`src/hw/rtl/rau_pkg.sv`:
```
`default_nettype none
// ----------------------------------------------------------------------------
// rau_pkg: shared types and constants of the rational arithmetic unit
// Operand and magnitude widths, payload structs, operation codes and the
// command and status groups between the controller and the datapath.
// ----------------------------------------------------------------------------
package rau_pkg;

    // Operand width of each numerator and denominator
    localparam int OPERAND_WIDTH = 16;
    // Magnitude of one operand, wide enough to hold 2**(OPERAND_WIDTH-1)
    localparam int MAG_W         = OPERAND_WIDTH + 1;
    // Magnitude of a product or of a sum of two products
    localparam int MW            = 2 * MAG_W;
    // Shift and bit-count width over a full magnitude
    localparam int SH_W          = $clog2(MW + 1);
    // Result field widths
    localparam int RES_NUM_W     = 33;
    localparam int RES_DEN_W     = 31;
    // Common width for negating and truncating the result
    localparam int EXT_W         = (MW > RES_NUM_W) ? MW : RES_NUM_W;

    // Status codes
    localparam logic STATUS_OK   = 1'b0;
    localparam logic STATUS_DIVZ = 1'b1;

    typedef enum logic [1:0] {
        OP_ADD = 2'd0,
        OP_SUB = 2'd1,
        OP_MUL = 2'd2,
        OP_DIV = 2'd3
    } op_t;

    // Which product the shared multiplier forms
    typedef enum logic [1:0] {
        MSEL_T0,
        MSEL_T1,
        MSEL_DEN
    } mul_sel_t;

    // Which kind of result goes to the output register
    typedef enum logic [1:0] {
        RES_NORMAL,
        RES_ZERO,
        RES_DIVZ
    } res_kind_t;

    typedef struct packed {
        op_t                              op;
        logic signed [OPERAND_WIDTH-1:0]  a_num;
        logic signed [OPERAND_WIDTH-1:0]  a_den;
        logic signed [OPERAND_WIDTH-1:0]  b_num;
        logic signed [OPERAND_WIDTH-1:0]  b_den;
    } in_t;

    typedef struct packed {
        logic signed [RES_NUM_W-1:0]  res_num;
        logic [RES_DEN_W-1:0]         res_den;
        logic                         status;
    } out_t;

    typedef struct packed {
        logic       load;
        logic       mul_en;
        mul_sel_t   mul_sel;
        logic       combine;
        logic       gcd_init;
        logic       gcd_step;
        logic       div_start;
        logic       res_load;
        res_kind_t  res_kind;
    } cmd_t;

    typedef struct packed {
        logic  num_zero;
        logic  den_zero;
        logic  gcd_done;
        logic  div_done;
    } sts_t;

endpackage
`default_nettype wire

```
`src/hw/rtl/rau_div.sv`:
```
`default_nettype none
// ----------------------------------------------------------------------------
// rau_div: bit-serial restoring divider
// Divides an MW-bit dividend by an MW-bit divisor, one quotient bit per
// cycle. The quotient holds after done until the next start.
// ----------------------------------------------------------------------------
module rau_div (
    input  wire logic                  aclk,
    input  wire logic                  aresetn,
    input  wire logic                  start,
    input  wire logic [rau_pkg::MW-1:0] dividend,
    input  wire logic [rau_pkg::MW-1:0] divisor,
    output logic                       busy,
    output logic                       done,
    output logic [rau_pkg::MW-1:0]     quotient
);
    import rau_pkg::*;

    logic [MW-1:0]   quo_reg;
    logic [MW-1:0]   rem_reg;
    logic [MW-1:0]   dsr_reg;
    logic [SH_W-1:0] cnt_reg;
    logic            busy_reg;
    logic            done_reg;

    logic [MW:0]     trial;
    logic [MW:0]     trial_sub;
    logic            take;

    // Shift in the next dividend bit and try the subtraction
    always_comb begin
        trial     = {rem_reg, quo_reg[MW-1]};
        trial_sub = trial - {1'b0, dsr_reg};
        take      = (trial >= {1'b0, dsr_reg});
    end

    // Control: count down one bit per cycle
    always_ff @(posedge aclk) begin
        if (!aresetn) begin
            busy_reg <= 1'b0;
            done_reg <= 1'b0;
            cnt_reg  <= '0;
        end else begin
            done_reg <= 1'b0;
            if (start) begin
                busy_reg <= 1'b1;
                cnt_reg  <= SH_W'(MW);
            end else if (busy_reg) begin
                cnt_reg <= cnt_reg - SH_W'(1);
                if (cnt_reg == SH_W'(1)) begin
                    busy_reg <= 1'b0;
                    done_reg <= 1'b1;
                end
            end
        end
    end

    // Datapath: partial remainder and quotient shift register
    always_ff @(posedge aclk) begin
        if (start) begin
            quo_reg <= dividend;
            rem_reg <= '0;
            dsr_reg <= divisor;
        end else if (busy_reg) begin
            quo_reg <= {quo_reg[MW-2:0], take};
            rem_reg <= take ? trial_sub[MW-1:0] : trial[MW-1:0];
        end
    end

    assign busy     = busy_reg;
    assign done     = done_reg;
    assign quotient = quo_reg;

    a_start_idle: assert property (@(posedge aclk) disable iff (!aresetn)
        start |-> !busy_reg)
        else $error("divider restarted while busy");
    a_done_after_busy: assert property (@(posedge aclk) disable iff (!aresetn)
        done_reg |-> $past(busy_reg) && !busy_reg)
        else $error("divider done without a running division");
    a_start_busy: assert property (@(posedge aclk) disable iff (!aresetn)
        start |=> busy_reg)
        else $error("divider did not start");

endmodule
`default_nettype wire

```
`src/hw/rtl/rau_datapath.sv`:
```
`default_nettype none
// ----------------------------------------------------------------------------
// rau_datapath: operand registers, shared multiplier, GCD and dividers
// Forms the raw fraction by cross multiplication, reduces it by the binary
// GCD and two serial divisions, and holds the result word.
// ----------------------------------------------------------------------------
module rau_datapath (
    input  wire logic           aclk,
    input  wire logic           aresetn,
    input  wire rau_pkg::in_t   s_data,
    input  wire rau_pkg::cmd_t  cmd,
    output rau_pkg::sts_t       sts,
    output rau_pkg::out_t       m_data
);
    import rau_pkg::*;

    // Operand registers in sign and magnitude
    op_t             op_reg;
    logic [MAG_W-1:0] an_mag_reg, ad_mag_reg, bn_mag_reg, bd_mag_reg;
    logic            an_neg_reg, ad_neg_reg, bn_neg_reg, bd_neg_reg;

    // Product and fraction registers
    logic [MW-1:0]   t0_mag_reg, t1_mag_reg, den_mag_reg, num_mag_reg;
    logic            t0_neg_reg, t1_neg_reg, den_neg_reg, num_neg_reg;

    // GCD registers
    logic [MW-1:0]   u_reg, v_reg;
    logic [SH_W-1:0] k_reg;

    out_t            res_reg;

    // Split a two's complement operand into sign and magnitude
    function automatic logic [MAG_W-1:0] mag_of(input logic [OPERAND_WIDTH-1:0] v);
        logic [MAG_W-1:0] sx;
        sx = {v[OPERAND_WIDTH-1], v};
        return v[OPERAND_WIDTH-1] ? (MAG_W'(0) - sx) : sx;
    endfunction

    // Select multiplier operands for the current product
    logic [MAG_W-1:0] x_mag, y_mag;
    logic             x_neg, y_neg;
    logic [MW-1:0]    prod;
    logic             prod_neg;

    always_comb begin
        unique case (cmd.mul_sel)
            MSEL_T0: begin
                x_mag = an_mag_reg;
                x_neg = an_neg_reg;
                y_mag = (op_reg == OP_MUL) ? bn_mag_reg : bd_mag_reg;
                y_neg = (op_reg == OP_MUL) ? bn_neg_reg : bd_neg_reg;
            end
            MSEL_T1: begin
                x_mag = bn_mag_reg;
                x_neg = bn_neg_reg;
                y_mag = ad_mag_reg;
                y_neg = ad_neg_reg;
            end
            default: begin
                x_mag = ad_mag_reg;
                x_neg = ad_neg_reg;
                y_mag = (op_reg == OP_DIV) ? bn_mag_reg : bd_mag_reg;
                y_neg = (op_reg == OP_DIV) ? bn_neg_reg : bd_neg_reg;
            end
        endcase
        prod     = x_mag * y_mag;
        prod_neg = x_neg ^ y_neg;
    end

    // Signed-magnitude sum of the two numerator terms
    logic [MW-1:0] sum_mag;
    logic          sum_neg;

    always_comb begin
        if (t0_neg_reg == t1_neg_reg) begin
            sum_mag = t0_mag_reg + t1_mag_reg;
            sum_neg = t0_neg_reg;
        end else if (t0_mag_reg >= t1_mag_reg) begin
            sum_mag = t0_mag_reg - t1_mag_reg;
            sum_neg = t0_neg_reg;
        end else begin
            sum_mag = t1_mag_reg - t0_mag_reg;
            sum_neg = t1_neg_reg;
        end
    end

    // Binary GCD step
    logic [MW-1:0]   u_next, v_next;
    logic [SH_W-1:0] k_next;
    logic [MW-1:0]   d_uv, d_vu;

    always_comb begin
        d_uv   = u_reg - v_reg;
        d_vu   = v_reg - u_reg;
        u_next = u_reg;
        v_next = v_reg;
        k_next = k_reg;
        if (!u_reg[0] && !v_reg[0]) begin
            u_next = u_reg >> 1;
            v_next = v_reg >> 1;
            k_next = k_reg + SH_W'(1);
        end else if (!u_reg[0]) begin
            u_next = u_reg >> 1;
        end else if (!v_reg[0]) begin
            v_next = v_reg >> 1;
        end else if (u_reg >= v_reg) begin
            u_next = d_uv >> 1;
        end else begin
            v_next = d_vu >> 1;
        end
    end

    // Capture operands
    always_ff @(posedge aclk) begin
        if (cmd.load) begin
            op_reg     <= s_data.op;
            an_mag_reg <= mag_of(s_data.a_num);
            ad_mag_reg <= mag_of(s_data.a_den);
            bn_mag_reg <= mag_of(s_data.b_num);
            bd_mag_reg <= mag_of(s_data.b_den);
            an_neg_reg <= s_data.a_num[OPERAND_WIDTH-1];
            ad_neg_reg <= s_data.a_den[OPERAND_WIDTH-1];
            bn_neg_reg <= s_data.b_num[OPERAND_WIDTH-1];
            bd_neg_reg <= s_data.b_den[OPERAND_WIDTH-1];
        end
    end

    // Store products; the second term exists only for add and subtract
    always_ff @(posedge aclk) begin
        if (cmd.mul_en) begin
            unique case (cmd.mul_sel)
                MSEL_T0: begin
                    t0_mag_reg <= prod;
                    t0_neg_reg <= prod_neg;
                end
                MSEL_T1: begin
                    t1_mag_reg <= (op_reg == OP_ADD || op_reg == OP_SUB) ? prod : '0;
                    t1_neg_reg <= (op_reg == OP_SUB) ? !prod_neg : prod_neg;
                end
                default: begin
                    den_mag_reg <= prod;
                    den_neg_reg <= prod_neg;
                end
            endcase
        end
        if (cmd.combine) begin
            num_mag_reg <= sum_mag;
            num_neg_reg <= sum_neg;
        end
    end

    // Run the GCD
    always_ff @(posedge aclk) begin
        if (cmd.gcd_init) begin
            u_reg <= num_mag_reg;
            v_reg <= den_mag_reg;
            k_reg <= '0;
        end else if (cmd.gcd_step) begin
            u_reg <= u_next;
            v_reg <= v_next;
            k_reg <= k_next;
        end
    end

    // Divide both magnitudes by the GCD: drop the common power of two first
    logic [MW-1:0] num_q, den_q;
    logic          num_busy, den_busy, num_done, den_done;

    rau_div u_div_num (
        .aclk     (aclk),
        .aresetn  (aresetn),
        .start    (cmd.div_start),
        .dividend (num_mag_reg >> k_reg),
        .divisor  (v_reg),
        .busy     (num_busy),
        .done     (num_done),
        .quotient (num_q)
    );

    rau_div u_div_den (
        .aclk     (aclk),
        .aresetn  (aresetn),
        .start    (cmd.div_start),
        .dividend (den_mag_reg >> k_reg),
        .divisor  (v_reg),
        .busy     (den_busy),
        .done     (den_done),
        .quotient (den_q)
    );

    // Result word: move the sign onto the numerator
    logic [EXT_W-1:0] nm_ext, dm_ext, n_ext;

    always_comb begin
        nm_ext = EXT_W'(num_q);
        dm_ext = EXT_W'(den_q);
        n_ext  = (num_neg_reg ^ den_neg_reg) ? (EXT_W'(0) - nm_ext) : nm_ext;
    end

    always_ff @(posedge aclk) begin
        if (cmd.res_load) begin
            unique case (cmd.res_kind)
                RES_ZERO: begin
                    res_reg.res_num <= '0;
                    res_reg.res_den <= RES_DEN_W'(1);
                    res_reg.status  <= STATUS_OK;
                end
                RES_DIVZ: begin
                    res_reg.res_num <= '0;
                    res_reg.res_den <= '0;
                    res_reg.status  <= STATUS_DIVZ;
                end
                default: begin
                    res_reg.res_num <= $signed(n_ext[RES_NUM_W-1:0]);
                    res_reg.res_den <= dm_ext[RES_DEN_W-1:0];
                    res_reg.status  <= STATUS_OK;
                end
            endcase
        end
    end

    assign m_data       = res_reg;
    assign sts.num_zero = (num_mag_reg == '0);
    assign sts.den_zero = (den_mag_reg == '0);
    assign sts.gcd_done = (u_reg == '0);
    assign sts.div_done = num_done && den_done && !num_busy && !den_busy;

endmodule
`default_nettype wire

```
`src/hw/rtl/rau_ctrl.sv`:
```
`default_nettype none
// ----------------------------------------------------------------------------
// rau_ctrl: sequencing state machine of the rational arithmetic unit
// Steps the datapath through multiply, combine, GCD and divide phases and
// owns both channel handshakes.
// ----------------------------------------------------------------------------
module rau_ctrl (
    input  wire logic           aclk,
    input  wire logic           aresetn,
    input  wire logic           s_valid,
    output logic                s_ready,
    output logic                m_valid,
    input  wire logic           m_ready,
    input  wire rau_pkg::sts_t  sts,
    output rau_pkg::cmd_t       cmd
);
    import rau_pkg::*;

    typedef enum logic [3:0] {
        S_IDLE,
        S_MUL_T0,
        S_MUL_T1,
        S_MUL_DEN,
        S_COMBINE,
        S_CHECK,
        S_GCD,
        S_DIV_START,
        S_DIV_WAIT,
        S_FINISH
    } state_t;

    state_t    state_reg, state_next;
    logic      m_valid_reg, m_valid_next;
    res_kind_t res_kind_reg, res_kind_next;
    logic      out_free;

    assign out_free = !m_valid_reg || m_ready;

    // Decode commands and next state
    always_comb begin
        cmd           = '0;
        cmd.mul_sel   = MSEL_T0;
        cmd.res_kind  = res_kind_reg;
        state_next    = state_reg;
        res_kind_next = res_kind_reg;
        m_valid_next  = m_valid_reg && !m_ready;
        unique case (state_reg)
            S_IDLE: begin
                if (s_valid) begin
                    cmd.load   = 1'b1;
                    state_next = S_MUL_T0;
                end
            end
            S_MUL_T0: begin
                cmd.mul_en  = 1'b1;
                cmd.mul_sel = MSEL_T0;
                state_next  = S_MUL_T1;
            end
            S_MUL_T1: begin
                cmd.mul_en  = 1'b1;
                cmd.mul_sel = MSEL_T1;
                state_next  = S_MUL_DEN;
            end
            S_MUL_DEN: begin
                cmd.mul_en  = 1'b1;
                cmd.mul_sel = MSEL_DEN;
                state_next  = S_COMBINE;
            end
            S_COMBINE: begin
                cmd.combine = 1'b1;
                state_next  = S_CHECK;
            end
            S_CHECK: begin
                if (sts.den_zero) begin
                    res_kind_next = RES_DIVZ;
                    state_next    = S_FINISH;
                end else if (sts.num_zero) begin
                    res_kind_next = RES_ZERO;
                    state_next    = S_FINISH;
                end else begin
                    cmd.gcd_init = 1'b1;
                    state_next   = S_GCD;
                end
            end
            S_GCD: begin
                if (sts.gcd_done) begin
                    state_next = S_DIV_START;
                end else begin
                    cmd.gcd_step = 1'b1;
                end
            end
            S_DIV_START: begin
                cmd.div_start = 1'b1;
                state_next    = S_DIV_WAIT;
            end
            S_DIV_WAIT: begin
                if (sts.div_done) begin
                    res_kind_next = RES_NORMAL;
                    state_next    = S_FINISH;
                end
            end
            S_FINISH: begin
                // Hold until the output register can take the word
                if (out_free) begin
                    cmd.res_load = 1'b1;
                    m_valid_next = 1'b1;
                    state_next   = S_IDLE;
                end
            end
            default: begin
                state_next = S_IDLE;
            end
        endcase
    end

    // State and registered outputs
    always_ff @(posedge aclk) begin
        if (!aresetn) begin
            state_reg    <= S_IDLE;
            m_valid_reg  <= 1'b0;
            res_kind_reg <= RES_NORMAL;
        end else begin
            state_reg    <= state_next;
            m_valid_reg  <= m_valid_next;
            res_kind_reg <= res_kind_next;
        end
    end

    assign s_ready = (state_reg == S_IDLE);
    assign m_valid = m_valid_reg;

    a_no_overwrite: assert property (@(posedge aclk) disable iff (!aresetn)
        cmd.res_load |-> out_free)
        else $error("result word overwritten before it was taken");
    a_div_done_wait: assert property (@(posedge aclk) disable iff (!aresetn)
        sts.div_done |-> state_reg == S_DIV_WAIT)
        else $error("divider finished outside the wait phase");
    a_divz_path: assert property (@(posedge aclk) disable iff (!aresetn)
        (state_reg == S_CHECK) && sts.den_zero |=>
            (state_reg == S_FINISH) && (res_kind_reg == RES_DIVZ))
        else $error("zero denominator not flagged");
    a_load_valid: assert property (@(posedge aclk) disable iff (!aresetn)
        cmd.load |-> s_valid && (state_reg == S_IDLE))
        else $error("operands captured without an accepted word");

endmodule
`default_nettype wire

```
`src/hw/rtl/rational_arithmetic_unit.sv`:
```
`default_nettype none
// ----------------------------------------------------------------------------
// rational_arithmetic_unit: add, subtract, multiply or divide two fractions
// The input channel (s_valid/s_ready/s_data) takes one word: an operation
// code and two signed fractions. The result channel (m_valid/m_ready/m_data)
// returns one word per input: the numerator carrying the sign, a positive
// denominator reduced to lowest terms, and a status bit that flags a zero
// raw denominator (numerator and denominator then read zero). A zero
// numerator gives 0/1.
// One word is worked on at a time; s_ready is high only while idle.
// After acceptance the three cross products are formed, the numerator is
// combined and the zero cases are checked; these finish directly. Otherwise
// the binary GCD runs and then the two serial dividers, which work on
// MW = 2*OPERAND_WIDTH+2 (34) bit magnitudes.
// The three cross products share one multiplier, formed one after another.
// The result sits in an output register: the next word is accepted while it
// waits, and its own result is held back until the register is free.
// Reset (aresetn low, synchronous) returns to idle and drops m_valid.
// ----------------------------------------------------------------------------
module rational_arithmetic_unit (
    input  wire logic           aclk,
    input  wire logic           aresetn,
    input  wire logic           s_valid,
    output logic                s_ready,
    input  wire rau_pkg::in_t   s_data,
    output logic                m_valid,
    input  wire logic           m_ready,
    output rau_pkg::out_t       m_data
);
    import rau_pkg::*;

    cmd_t cmd;
    sts_t sts;

    rau_ctrl u_ctrl (
        .aclk    (aclk),
        .aresetn (aresetn),
        .s_valid (s_valid),
        .s_ready (s_ready),
        .m_valid (m_valid),
        .m_ready (m_ready),
        .sts     (sts),
        .cmd     (cmd)
    );

    rau_datapath u_datapath (
        .aclk    (aclk),
        .aresetn (aresetn),
        .s_data  (s_data),
        .cmd     (cmd),
        .sts     (sts),
        .m_data  (m_data)
    );

endmodule
`default_nettype wire
```
`config.mk`:
```
export PLATFORM = sky130hd
export DESIGN_NAME = rational_arithmetic_unit
export DESIGN_NICKNAME = d
export VERILOG_FILES = /design/src/hw/rtl/rau_pkg.sv /design/src/hw/rtl/rau_div.sv /design/src/hw/rtl/rau_datapath.sv /design/src/hw/rtl/rau_ctrl.sv /design/src/hw/rtl/rational_arithmetic_unit.sv
export SDC_FILE = /design/constraint.sdc
export NUM_CORES = 2
export LEC_CHECK = 0
export BUFFER_PORTS_ARGS = -buffer_cell sky130_fd_sc_hd__buf_2
export CAP_MARGIN = 15
export CORE_MARGIN = 8
export CORE_UTILIZATION = 55
export DETAILED_ROUTE_END_ITERATION = 16
export GPL_ROUTABILITY_DRIVEN = 0
export HOLD_SLACK_MARGIN = 0.06
export PLACE_DENSITY_LB_ADDON = 0.25
export SLEW_MARGIN = 5
export SYNTH_ARGS = -nofsm -noshare
export SYNTH_HDL_FRONTEND = slang
export SYNTH_SLANG_ARGS = --single-unit
```
`constraint.sdc`:
```
create_clock -name aclk -period 9.4 [get_ports aclk]
set_clock_uncertainty 0.2 [all_clocks]
set_input_delay 0.94 -clock aclk [delete_from_list [all_inputs] [get_ports aclk]]
set_output_delay 0.94 -clock aclk [all_outputs]
set_load 0.02 [all_outputs]
```
==> summary.md <==
| Metric | Value |
|---|---|
| Result of the run | complete, no violations |
| DPL Wire Length | roughly 110,000 um |
| Startpoint type of the worst setup path | flip-flop |
| Layout overhead on the synthesized area | 7.43% |
| Warnings, synthesis | 0 |
| Worst Setup Path Type | flip-flop to flip-flop |
| Core box area | 88,400 sq um |
| Avg Synthesized Cell Area | 9.01 sq um |
| Path category of the worst min-delay check | flip-flop to flip-flop |
| Starting density of the core | 55.5% |
| Die span in x | 315 um |
| Synthesized instance count | 5,446 |
| Buffer levels on the longest clock path | 3 |
| Netlist cell types | 96 |
| Number of filler cells placed in the layout | between 7,000 and 8,000 |
| Number of hold violations in the final report | 0 |
| Detailed-route DRC error count | 0 |
| Slowest library cell on the worst path | dfxtp_1 |
| Die height | ~310 um |
| Max Slew Vio Count | 0 |
| Top-Level Pins | 137 |
| Number of vias per cell after detailed routing | 6.29 |
| Top cell type by total area after synthesis | edfxtp_1 |
| Cell at the root of the clock tree | clkbuf_16 |
| Total negative setup slack | 0 ns |
| Max Cap Violations | 0 |
| TritonCTS buffer count | 60 |
| Critical path capture point type | flip-flop |
| Most used cell along the critical path | fa_1 |
| Drt total wl | 147,000 um |
| Routed Antenna Nets | 0 |
| Per-cell routed wire length | ~22 um |
| DRT Pass-1 Iters | 6 |
| Vias in the first global route | just over 40,000 |
| CTS Hold Buffers Added | 0 |
| Proportion of netlist area held by the largest area contributor | 27.5% |
| Total GRT Usage | 29.0% |
| Number of antenna violations at the first check in global routing | 2 |
| Global-route wire length before repair | about 230,000 um |
| Clock Latency Late Sink | 0.68 ns |
| Transition time at the pin with the least slew margin | 1.09 ns |
| Post-synth ARST share | 0% |
| Number of nets at the end of the flow | 6,089 |
| Maximum number of pins on one net before global-route repair | 80 |
| Max-slew headroom at the worst pin | a little over a quarter |
| Port Buf Inserts | approximately 140 |
| CTS H-tree lvls | 2 |
| Highest achievable clock rate | 114 MHz |
| Arr. time, crit path | 8.98 ns |
| Number of storage elements in the synthesis netlist | 546 |
| Share of cells above drive strength 1 | approximately 8.2% |
| Maximum fanout encountered on the critical timing path | 35 |
| TritonCTS clock tree | built |
| Shortest clock period the worst path allows after layout | 8.79 ns |
| Worst path max stage delay | 0.61 ns |
| List of most frequent post-synthesis cells | nand2_1 (567), inv_1 (538), nor2_1 (497) |
| Cell with the most instances after synthesis | nand2_1 |
| Flip-flop count of the largest register, all copies and words added | 65 |
| Clock-pin slew on the worst setup and hold paths | 0.07 ns |
| Unrepaired setup endpoints after global routing | no |
| Number of enable flip-flop cells after synthesis | 449 |
| Total gr overflow | 0 |
| Total Die Area | 99,000 sq um |
| Sequential area share after synthesis | 31.4% |
| Top area cells in the synthesized netlist | edfxtp_1 (27%), fa_1 (9.4%), ha_1 (9.1%) |
| Final critical-path share of the clock period | 93.5% |
| Post-Synthesis Cell Area | 49,100 sq um |
| Total of endpoints with negative setup slack in the final report | 0 |
| Starting DRC count in detailed routing | 5,184 |
| Critical path required time | ~9.6 ns |
| # rows | 109 |
| Flip-flop cell with the highest count after synthesis | edfxtp_1 |
| Count of vias placed by the detailed router | about 42,000 |
| TritonCTS Sinks | 546 |
==> critical path: cells and delay by family, from the launching register on <==
kind / cells / cell delay, ns
DFF: 1 / 0.61
and+or+nand+nor: 6 / 1.33
adders and majority gates: 7 / 3.38
buffers and inverters: 7 / 1.06
AOI/OAI and AO/OA: 9 / 1.94
==> per-layer routing <==
metal / GRT usage [%] / share of wire [%]
met5: 0 / 0.010
met4: 14.6 / 5.8
met3: 5.02 / 9.5
met2: 46.0 / 45
met1: 38.2 / 40
==> path summary, 6_finish.rpt <==
path | start | endpoint | slack [ns] | depth (start not counted)
setup / recovery | u_ctrl.state_reg[1]$_SDFFE_PN0P_ | u_datapath.t1_mag_reg[33]$_SDFFCE_PN0P_ | 0.61 | 29
hold / removal | u_datapath.u_div_num.rem_reg[13]$_SDFFE_PP0P_ | u_datapath.u_div_num.rem_reg[14]$_SDFFE_PP0P_ | 0.27 | 2
setup reg to reg | u_ctrl.state_reg[1]$_SDFFE_PN0P_ | u_datapath.t1_mag_reg[33]$_SDFFCE_PN0P_ | 0.61 | 29
hold reg to reg | u_datapath.u_div_num.rem_reg[13]$_SDFFE_PP0P_ | u_datapath.u_div_num.rem_reg[14]$_SDFFE_PP0P_ | 0.27 | 2
==> timing repair <==
action,CTS,global route
resized for setup,0,2
setup endpoints to repair,0,3
setup buffers,0,0
==> logic make-up (layout without fill, tap and decap cells) <==
group | after synthesis | after routing | synth area share [%]
simple gates | 1747 | 1747 | 16.6
buf+inv | 819 | 853 | 6.47
mux | 133 | 133 | 3.77
other cells | 1 | 5 | 0.00764
compound gates | 1344 | 1344 | 18.4
xor+xnor | 269 | 269 | 4.80
fa+ha+maj | 587 | 587 | 18.5
flops | 546 | 546 | 31.4
==> cells in the final DEF, fill, tap and decap left out, types with 91 or more instances in the layout <==
cell type and count:
nand2_1 567, inv_1 537, nor2_1 493, edfxtp_1 449, a21oi_1 381, ha_1 356, o21ai_0 240, fa_1 231
xnor2_1 186, a21o_1 142, buf_2 136, nand3_1 109, and2_1 105, dfxtp_1 92, nor3_1 91
==> final cells by class <==
type / count / area, sq um / area share [%]
Inverter: 541 / 2030 / 3.85
Antenna cell: 1 / 2.50 / 0.00475
Sequential cell: 546 / 15400 / 29.3
Clock inverter: 37 / 360 / 0.684
Tap cell: 1165 / 1460 / 2.77
Multi-Input combinational cell: 4084 / 30600 / 58.1
Timing Repair Buffer: 199 / 1150 / 2.19
Clock buffer: 76 / 1660 / 3.14
==> metrics by stage <==
stage	instance area [sq um]	hold slack (ns)	worst slack, ns	std cells	utilization (%)
global placement	50700	0.271	0.732	6535	57.3
detailed placement	50700	0.284	0.484	6535	57.3
finish	52700	0.275	0.607	6649	59.6
CTS	52700	0.235	0.455	6648	59.6
global route	52700	0.248	0.125	6648	59.6
floorplan	49100	0.226	0.818	5449	-
Power is left out: the tool's default activity adds up to more than one toggle a clock period on the data nets, which glitch-free logic cannot reach.
